`config.mk`:
```
export PLATFORM = sky130hd
export DESIGN_NAME = prime_test_trial_division
export DESIGN_NICKNAME = d
export VERILOG_FILES = /design/src/hw/rtl/prime_td_pkg.sv /design/src/hw/rtl/prime_td_divider.sv /design/src/hw/rtl/prime_test_trial_division.sv
export VERILOG_INCLUDE_DIRS = /design/src /design/src/hw/rtl
export SDC_FILE = /design/constraint.sdc
export NUM_CORES = 1
export LEC_CHECK = 0
export BUFFER_PORTS_ARGS = -buffer_cell sky130_fd_sc_hd__clkbuf_2
export CAP_MARGIN = 20
export CORE_ASPECT_RATIO = 0.8
export CORE_UTILIZATION = 32
export CTS_CLUSTER_SIZE = 20
export DETAILED_ROUTE_END_ITERATION = 10
export GPL_TIMING_DRIVEN = 0
export PLACE_DENSITY = 0.53
export SKIP_LAST_GASP = 1
export SYNTH_ARGS = -nofsm -noshare
export SYNTH_HDL_FRONTEND = slang
export SYNTH_HIERARCHICAL = 1
export SYNTH_SLANG_ARGS = --single-unit
export TNS_END_PERCENT = 100
```
`constraint.sdc`:
```
create_clock -name clk -period 6.7 [get_ports clk]
set_input_delay 1.34 -clock clk [delete_from_list [all_inputs] [get_ports clk]]
set_output_delay 1.34 -clock clk [all_outputs]
set_load 0.01 [all_outputs]
```
`src/hw/rtl/prime_test_trial_division_macros.svh`:
```
// Assertion macros shared by the RTL files of the primality tester.
// All of them sample on the rising edge of clk and stay quiet during reset.
`ifndef PRIME_TEST_TRIAL_DIVISION_MACROS_SVH
`define PRIME_TEST_TRIAL_DIVISION_MACROS_SVH

// The consequent must hold in the same cycle as the antecedent.
`define PTD_ASSERT_SAME(label, pre, post, msg) \
	label: assert property (@(posedge clk) disable iff (!arst_n) (pre) |-> (post)) \
		else $error(msg);

// The consequent must hold in the cycle after the antecedent.
`define PTD_ASSERT_NEXT(label, pre, post, msg) \
	label: assert property (@(posedge clk) disable iff (!arst_n) (pre) |=> (post)) \
		else $error(msg);

`endif

```
`src/hw/rtl/prime_td_pkg.sv`:
```
`default_nettype none

package prime_td_pkg;

	// Width of the number under test.
	localparam int VALUE_WIDTH = 32;
	// Width of the bit counter of the divider.
	localparam int CNT_W = $clog2(VALUE_WIDTH);

	// First trial divisor once even values are settled.
	localparam logic [VALUE_WIDTH-1:0] FIRST_DIVISOR = VALUE_WIDTH'(3);
	localparam logic [VALUE_WIDTH-1:0] DIVISOR_STEP = VALUE_WIDTH'(2);
	localparam logic [VALUE_WIDTH-1:0] SMALLEST_PRIME = VALUE_WIDTH'(2);

	typedef logic [VALUE_WIDTH-1:0] value_t;

	// Request to the divider: load starts a new division.
	typedef struct packed {
		logic   load;
		value_t dividend;
		value_t divisor;
	} div_req_t;

	// Response of the divider: rem and quot are valid while done is high.
	typedef struct packed {
		logic   done;
		value_t rem;
		value_t quot;
	} div_rsp_t;

endpackage

`default_nettype wire

```
`src/hw/rtl/prime_td_divider.sv`:
```
`default_nettype none

module prime_td_divider (
	input  wire logic                   clk,
	input  wire logic                   arst_n,
	input  wire prime_td_pkg::div_req_t req,
	output prime_td_pkg::div_rsp_t      rsp
);
	import prime_td_pkg::*;

	localparam logic [CNT_W-1:0] CNT_LAST = CNT_W'(VALUE_WIDTH - 1);

	logic             run_q;
	logic             done_q;
	logic [CNT_W-1:0] cnt_q;
	value_t           shift_q;
	value_t           rem_q;
	value_t           quot_q;
	value_t           divisor_q;

	logic [VALUE_WIDTH:0] trial;
	value_t               diff;
	logic                 ge;
	value_t               rem_next;

	// One restoring step: bring down the next dividend bit and subtract if it fits.
	// When the divisor fits, the difference is below the divisor, so the low bits
	// of the subtraction are the whole result.
	always_comb begin
		trial    = {rem_q, shift_q[VALUE_WIDTH-1]};
		diff     = trial[VALUE_WIDTH-1:0] - divisor_q;
		ge       = trial >= {1'b0, divisor_q};
		rem_next = ge ? diff : trial[VALUE_WIDTH-1:0];
	end

	always_ff @(posedge clk or negedge arst_n) begin
		if (!arst_n) begin
			run_q  <= 1'b0;
			done_q <= 1'b0;
			cnt_q  <= '0;
		end else begin
			done_q <= run_q && (cnt_q == CNT_LAST);
			if (req.load) begin
				run_q <= 1'b1;
				cnt_q <= '0;
			end else if (run_q) begin
				if (cnt_q == CNT_LAST) begin
					run_q <= 1'b0;
				end
				cnt_q <= cnt_q + CNT_W'(1);
			end
		end
	end

	always_ff @(posedge clk) begin
		if (req.load) begin
			shift_q   <= req.dividend;
			divisor_q <= req.divisor;
			rem_q     <= '0;
			quot_q    <= '0;
		end else if (run_q) begin
			shift_q <= {shift_q[VALUE_WIDTH-2:0], 1'b0};
			rem_q   <= rem_next;
			quot_q  <= {quot_q[VALUE_WIDTH-2:0], ge};
		end
	end

	assign rsp.done = done_q;
	assign rsp.rem  = rem_q;
	assign rsp.quot = quot_q;

endmodule

`default_nettype wire

```
`src/hw/rtl/prime_test_trial_division.sv`:
```
// Trial-division primality tester.
// A word is handed over by raising start with the number on value; it is taken
// at a rising edge where start is high and busy is low. Exactly one result word
// follows: prime_flag is valid for the single cycle in which done is high, and the
// receiver must take it then, since it cannot hold the block off.
// Values below two and even values are settled at once: done rises in the cycle
// after the start word. Any other value is divided by 3, 5, 7 and so on, one
// quotient bit per cycle in a shift-subtract divider, one trial divisor after
// another. The search ends when the quotient drops below the divisor (prime)
// or, with the quotient not below it, a remainder is zero (composite), so a
// prime near the top of a 32-bit range takes about 32768 divisors. One number
// is tested at a time; busy stays high for the whole search and a new word
// may be given in the cycle in which done shows. An asynchronous low level on
// arst_n aborts any search, drops busy and done, and leaves the block ready
// for a new word.
`default_nettype none
`include "prime_test_trial_division_macros.svh"

module prime_test_trial_division (
	input  wire logic                                 clk,
	input  wire logic                                 arst_n,
	input  wire logic                                 start,
	input  wire logic [prime_td_pkg::VALUE_WIDTH-1:0] value,
	output logic                                      busy,
	output logic                                      done,
	output logic                                      prime_flag
);
	import prime_td_pkg::*;

	typedef enum logic [1:0] {
		ST_IDLE = 2'b01,
		ST_DIV  = 2'b10
	} state_t;

	state_t   state_q;
	value_t   n_q;
	value_t   d_q;
	logic     done_q;
	logic     prime_flag_q;
	div_req_t div_req;
	div_rsp_t div_rsp;

	logic   accept;
	logic   trivial;
	value_t d_next;

	assign accept = start && (state_q == ST_IDLE);
	// Zero, one, two and every even number need no division at all.
	assign trivial = (value[VALUE_WIDTH-1:1] == '0) || !value[0];
	assign d_next  = d_q + DIVISOR_STEP;

	// A new division starts either on a fresh odd word above one or when the
	// last trial divisor turned out neither a bound nor a factor.
	always_comb begin
		div_req.load     = 1'b0;
		div_req.dividend = n_q;
		div_req.divisor  = d_next;
		if (accept) begin
			div_req.load     = !trivial;
			div_req.dividend = value;
			div_req.divisor  = FIRST_DIVISOR;
		end else if (state_q == ST_DIV && div_rsp.done) begin
			div_req.load = (div_rsp.quot >= d_q) && (div_rsp.rem != '0);
		end
	end

	prime_td_divider u_divider (
		.clk    (clk),
		.arst_n (arst_n),
		.req    (div_req),
		.rsp    (div_rsp)
	);

	always_ff @(posedge clk or negedge arst_n) begin
		if (!arst_n) begin
			state_q <= ST_IDLE;
			done_q  <= 1'b0;
		end else begin
			done_q <= 1'b0;
			unique case (state_q)
				ST_IDLE: begin
					if (accept) begin
						if (trivial) begin
							done_q <= 1'b1;
						end else begin
							state_q <= ST_DIV;
						end
					end
				end
				ST_DIV: begin
					// The quotient below the divisor means the divisor squared
					// exceeds the value, so no factor is left to find.
					if (div_rsp.done && ((div_rsp.quot < d_q) || (div_rsp.rem == '0))) begin
						done_q  <= 1'b1;
						state_q <= ST_IDLE;
					end
				end
				default: begin
					state_q <= ST_IDLE;
				end
			endcase
		end
	end

	always_ff @(posedge clk) begin
		if (accept) begin
			n_q          <= value;
			d_q          <= FIRST_DIVISOR;
			prime_flag_q <= (value == SMALLEST_PRIME);
		end else if (state_q == ST_DIV && div_rsp.done) begin
			// A remainder of zero found before the bound marks a composite.
			prime_flag_q <= div_rsp.quot < d_q;
			d_q          <= d_next;
		end
	end

	assign busy       = (state_q != ST_IDLE);
	assign done       = done_q;
	assign prime_flag = prime_flag_q;

	`PTD_ASSERT_NEXT(a_accept_answered, start && !busy, busy || done, "word not handled")
	`PTD_ASSERT_SAME(a_no_result_in_search, busy, !done, "result strobe during a search")
	`PTD_ASSERT_SAME(a_divisor_odd, busy, d_q[0], "trial divisor became even")
	`PTD_ASSERT_SAME(a_div_done_only_busy, div_rsp.done, busy, "divider done outside a search")

endmodule

`default_nettype wire

```
== Yosys cells after proc, flatten, opt, wreduce, memory -nomap -nowiden ==
Cells that the tools add are included.
Cells by class
  muxes and demuxes: 21
  eq/ne operators: 8
  magnitude comparators: 3
  add/subtract/negate cells: 3
  reduce and logical (&&, ||, !) cells: 15
Operator list (count)
  two-way mux 32 bit: 3
  two-way mux 64 bit: 1
  >= comparator 33 x 32 -> 1 bit: 1
  adder 32 x 2 -> 32 bit, second input constant: 1
  equality test 32 x 2 -> 1 bit, second input constant: 1
  >= comparator 32 bit: 1
  zero test 32 bit: 1
  less-than comparator 32 bit: 1
  nonzero test 32 bit: 1
  subtractor 32 bit: 1
  zero test 31 bit: 1
  two-way mux 1 bit: 10
  two-way mux 5 bit: 2
  two-way mux 2 bit: 3
  != test 2 bit, second input constant: 3
  adder 5 x 1 -> 5 bit, second input constant: 1
  equality test 5 bit, second input constant: 1
  logical AND 1 bit: 5
  one-hot mux 2 bit (2 select lines): 1
  nonzero test 2 bit: 2
  AND reduction 3 bit: 1
  equality test 2 x 1 -> 1 bit, second input constant: 1
  equality test 2 bit, second input constant: 1
  zero test 1 bit: 2
  3 further kinds: 4
Storage, ports and cells
  output and inout bits: 3
  logic and storage cells: 62
  input bits: 35
  register bits after elaboration: 203

== Depth between registers and ports, before layout ==
  depth in word-level cells: 5
  gate-level depth with buffers: 14
  gate-level depth less buffers: 12

== Hierarchy ==
Netlist, hierarchy kept.
Modules (own cells, without submodules)
  prime_td_divider: seq. area each 3378.2 um^2, area an instance 7223.2 um^2, cells each 682, times used 1
  prime_test_trial_division: seq. area each 1687.9 um^2, area an instance 4496.8 um^2, cells each 561, times used 1

== Least setup slack after synthesis ==
Ideal clock, no wire load.
  path kind: input-to-reg
  from: in value[12] (netlist bit)
  to: reg u_divider.shift_q[0] (enable)
  setup slack: 2646 ps
  arrival: 3724 ps
  data required time: 6371 ps
  stages on the path: 9
  library setup time: 329 ps
  path buffers: 2
  cells stage by stage: or4_1 nor3_1 nand4_1 o21ai_0 nor2_1 a31o_2 clkbuf_8 clkbuf_1 or2_2
RTL lines
  from (decl): RTL line prime_test_trial_division.sv:23  | input wire logic [prime_td_pkg::VALUE_WIDTH-1:0] value,
  to (signal assigned): RTL line prime_td_divider.sv:57  | shift_q <= req.dividend;
  to (signal assigned): RTL line prime_td_divider.sv:62  | shift_q <= {shift_q[VALUE_WIDTH-2:0], 1'b0};
  to (decl): RTL line prime_td_divider.sv:16  | value_t shift_q;

==> impl_results.md <==
- Outcome: finished, final reports clean
- VDD IR-drop max: around 150 uV
- Slowest CP cell: or2_2
- Pwr Density: ~190 nW/um2
- Achievable Freq: between 200 and 250 MHz
- Initial Util: 32.56%
- Synth top area cells: edfxtp_1, dfxtp_1, ha_1
- CTS buffer count: 24
- Worst-path cell chain: inv_1 -> ha_1 -> nand4_1 -> nor4_1 -> o21ai_0 -> a21oi_1 -> or2_2 -> a31o_2 -> clkbuf_8 -> clkbuf_1 -> or2_2
- Cells after Synth: 1243
- Worst Skew: 20.87 ps
- Initial antenna violation count: 0
- WL per Instance: between 15 and 20 um
- Crit path launch type: flop
- Clk sink count: 202
- Layout net count: ~1400
- Most used cell, CP: or2_2
- Worst skew pair latency: about 540 ps
- Iter 0 DRT Violations: around 620
- Postcts setup bufs: 0
- Crit path largest cell delay: around 780 ps
- Most frequent cell after synthesis: nand2_1
- Final setup vio count: 0
- Number of synthesized flops with an enable pin: 97
- Syn. warnings: 6
- DR vias/cell: around 5
- GRT Resource Usage Total: roughly 16%
- CTS tree: built
- Cell area after synthesis: 11720 um2
- Vias in the first global route: ~8600
- Grt total ovfl: 0
- Post-synth top cells: nand2_1, nor2_1, edfxtp_1
- RSZ-0062 raised after global routing: false
- Async SR Flop Fraction: 4.950%
- N_diodes: 0
- Post-synth top area cell: edfxtp_1
- Area added between synthesis and finish: 13.18%
- Sw frac: a little over a fifth
- Number of max-cap violations: 0
- Routability cong.: between 0.8 and 0.9
- Endpoints failing hold: 0
- Fillers: ~3700
- Combinational group share of total power: 0.8%
- Syn Nets: 1347
- CTS Hold Buffers Added: 0
- Vias post-DR: 9057
- Flops & latches, synth: between 200 and 250
- Critical-path maximum fanout: 33
- Synthesized area per cell: 9.429 um2
- DIE AREA: about 37000 um2
- Met1 usage: approximately a quarter
- DRC violations left: 0
- First-pass GRT wire length: about 48000 um
- Total detailed-routing wirelength: ~30000 um
- Fin. max-slew vios: 0
- Main synth FF type: edfxtp_1
- Root Buffer Master: clkbuf_16
- Reg power frac: 50.9%
- Clock power frac: between 40% and 50%
- Reg clk slew, reported paths: about 60 ps
- Layout cells sized above 1: 12.23%
- Met3 usage: under 10%
- Reg-to-Reg Start: d_q[26]
- Clock buffer depth: 3
- Gr busiest metal: met1
- Unique masters post-synth: 83
- Worst hold start: d_q[29]
- Power Internal: slightly below 2 mW
- Post-DP HPWL: 22480 um
- Crit share post-route: 73.50%
- Die X: around 220 um
- Critical path origin: d_q[26]
- H-tree levels: 1
- Slew margin rel.: a little over a third
- Post-CTS resize count: 0
- IO Port Bufs: 37
- HP Class: flop to flop
- WS Path Type: flop to flop
- Setup_tns: 0 ps
- Hold_ws: between 500 and 600 ps
- Core Box Area: roughly 36000 um2
- I/O Pins: 38
- Static leakage: 5.836 nW
- NetSw: around 550 uW
- Die H: approximately 170 um
- # rows: slightly above 60
- CP Data Required Time: between 6000 and 7000 ps
- Share of the synthesized area in the top cell type: 24.85%
- Largest net degree at the start of global routing: 34
- Antenna viol nets, final: 0
- Sequential share of the synthesized area: 43.23%
- Post-layout min period: between 4000 and 5000 ps
- Crit end category: flop
- Crit path DAT: slightly above 5000 ps
- Pre-antenna DRT Iters: 5
- Worst Tran Pin Value: 957.2 ps
- Grt met2 use: 22.90%
[state kept, by name (all words and copies together), names as in the netlist, 2 cells and up]
signal and flops:
n_q 32, state_q 2, u_divider/cnt_q 5, u_divider/divisor_q 32, d_q 31, u_divider/rem_q 32, u_divider/quot_q 32, u_divider/shift_q 32
[layout make-up]
| cell class | count | area, um2 | area share (%) |
|---|---|---|---|
| buffer | 56 | 356.6 | 2.688 |
| clock buffer | 30 | 633.1 | 4.773 |
| clock inverter | 14 | 97.59 | 0.7357 |
| inverter | 80 | 300.3 | 2.264 |
| multi-input combinational | 905 | 5998 | 45.22 |
| sequential | 202 | 5066 | 38.19 |
| tap | 480 | 600.6 | 4.527 |
| timing repair buffer | 38 | 212.7 | 1.603 |
[cell usage in the layout (no fill, tap or decap), types with 15 or more instances in the layout]
cell	count
nor3_1	16
xnor2_1	56
nand4_1	25
clkbuf_2	38
a21oi_1	74
clkbuf_16	24
inv_1	79
edfxtp_1	97
mux2_2	31
a211oi_1	23
or3_1	20
mux2i_1	47
ha_1	68
nand2_1	184
dfxtp_1	95
clkbuf_1	33
nor2_1	127
nand3_1	15
a21o_1	18
o21ai_0	44
nor4_1	17
[kinds of logic after synthesis]
group | Yosys count | synth area share, %
other cells | 1 | 0.03200
mux | 78 | 6.993
buf+inv | 136 | 5.594
simple gates | 461 | 18.83
compound gates | 226 | 12.66
fa+ha+maj | 69 | 7.430
xor+xnor | 70 | 5.231
flops | 202 | 43.23
[critical path, delay by kind of cell (launching register included)]
kind | cells | cell delay (ps)
adder cells (fa/ha/maj) | 1 | 350
AO/OA/AOI/OAI | 3 | 1190
buffers and inverters | 3 | 1000
flip-flops | 1 | 430
AND/OR/NAND/NOR | 4 | 1550
[worst paths after layout]
path | to | slack [ps] | depth (start not counted)
setup / recovery | u_divider/shift_q[12] | 1780 | 11
hold / removal | d_q[29] | 510 | 2
setup reg to reg | u_divider/shift_q[12] | 1780 | 11
hold reg to reg | d_q[29] | 510 | 2
max in group asynchronous | state_q[0] | 5730 | 1
min in group asynchronous | u_divider/cnt_q[4] | 680 | 1
[power groups by stage]
stage               Combinational, mW  Clock [mW]  Sequential [mW]
floorplan                     0.00156           0             1.31
global placement               0.0201           0             1.31
detailed placement             0.0203           0             1.31
CTS                            0.0204        1.26             1.29
global route                   0.0221        1.31             1.28
finish                         0.0203        1.22             1.29
[stage by stage]
stage	worst slack (ps)	std cells	utilization, %	instance area, um2	power (mW)
floorplan	2646	1243	-	11720	1.314
global placement	1577	1760	34.74	12510	1.332
detailed placement	1566	1761	34.82	12530	1.333
CTS	1738	1805	36.85	13270	2.562
global route	1428	1805	36.85	13270	2.614
finish	1776	1805	36.85	13270	2.526
[layer usage]
metal  wire length, um  up-vias  share of wire (%)
met4               674        0                2.2
met1             16120     4268                 54
met2             11930      194                 40
li1                  -     4542                  -
met5                 0        -                  0
met3              1402       53                4.7
(Power assumes the default switching activity.)
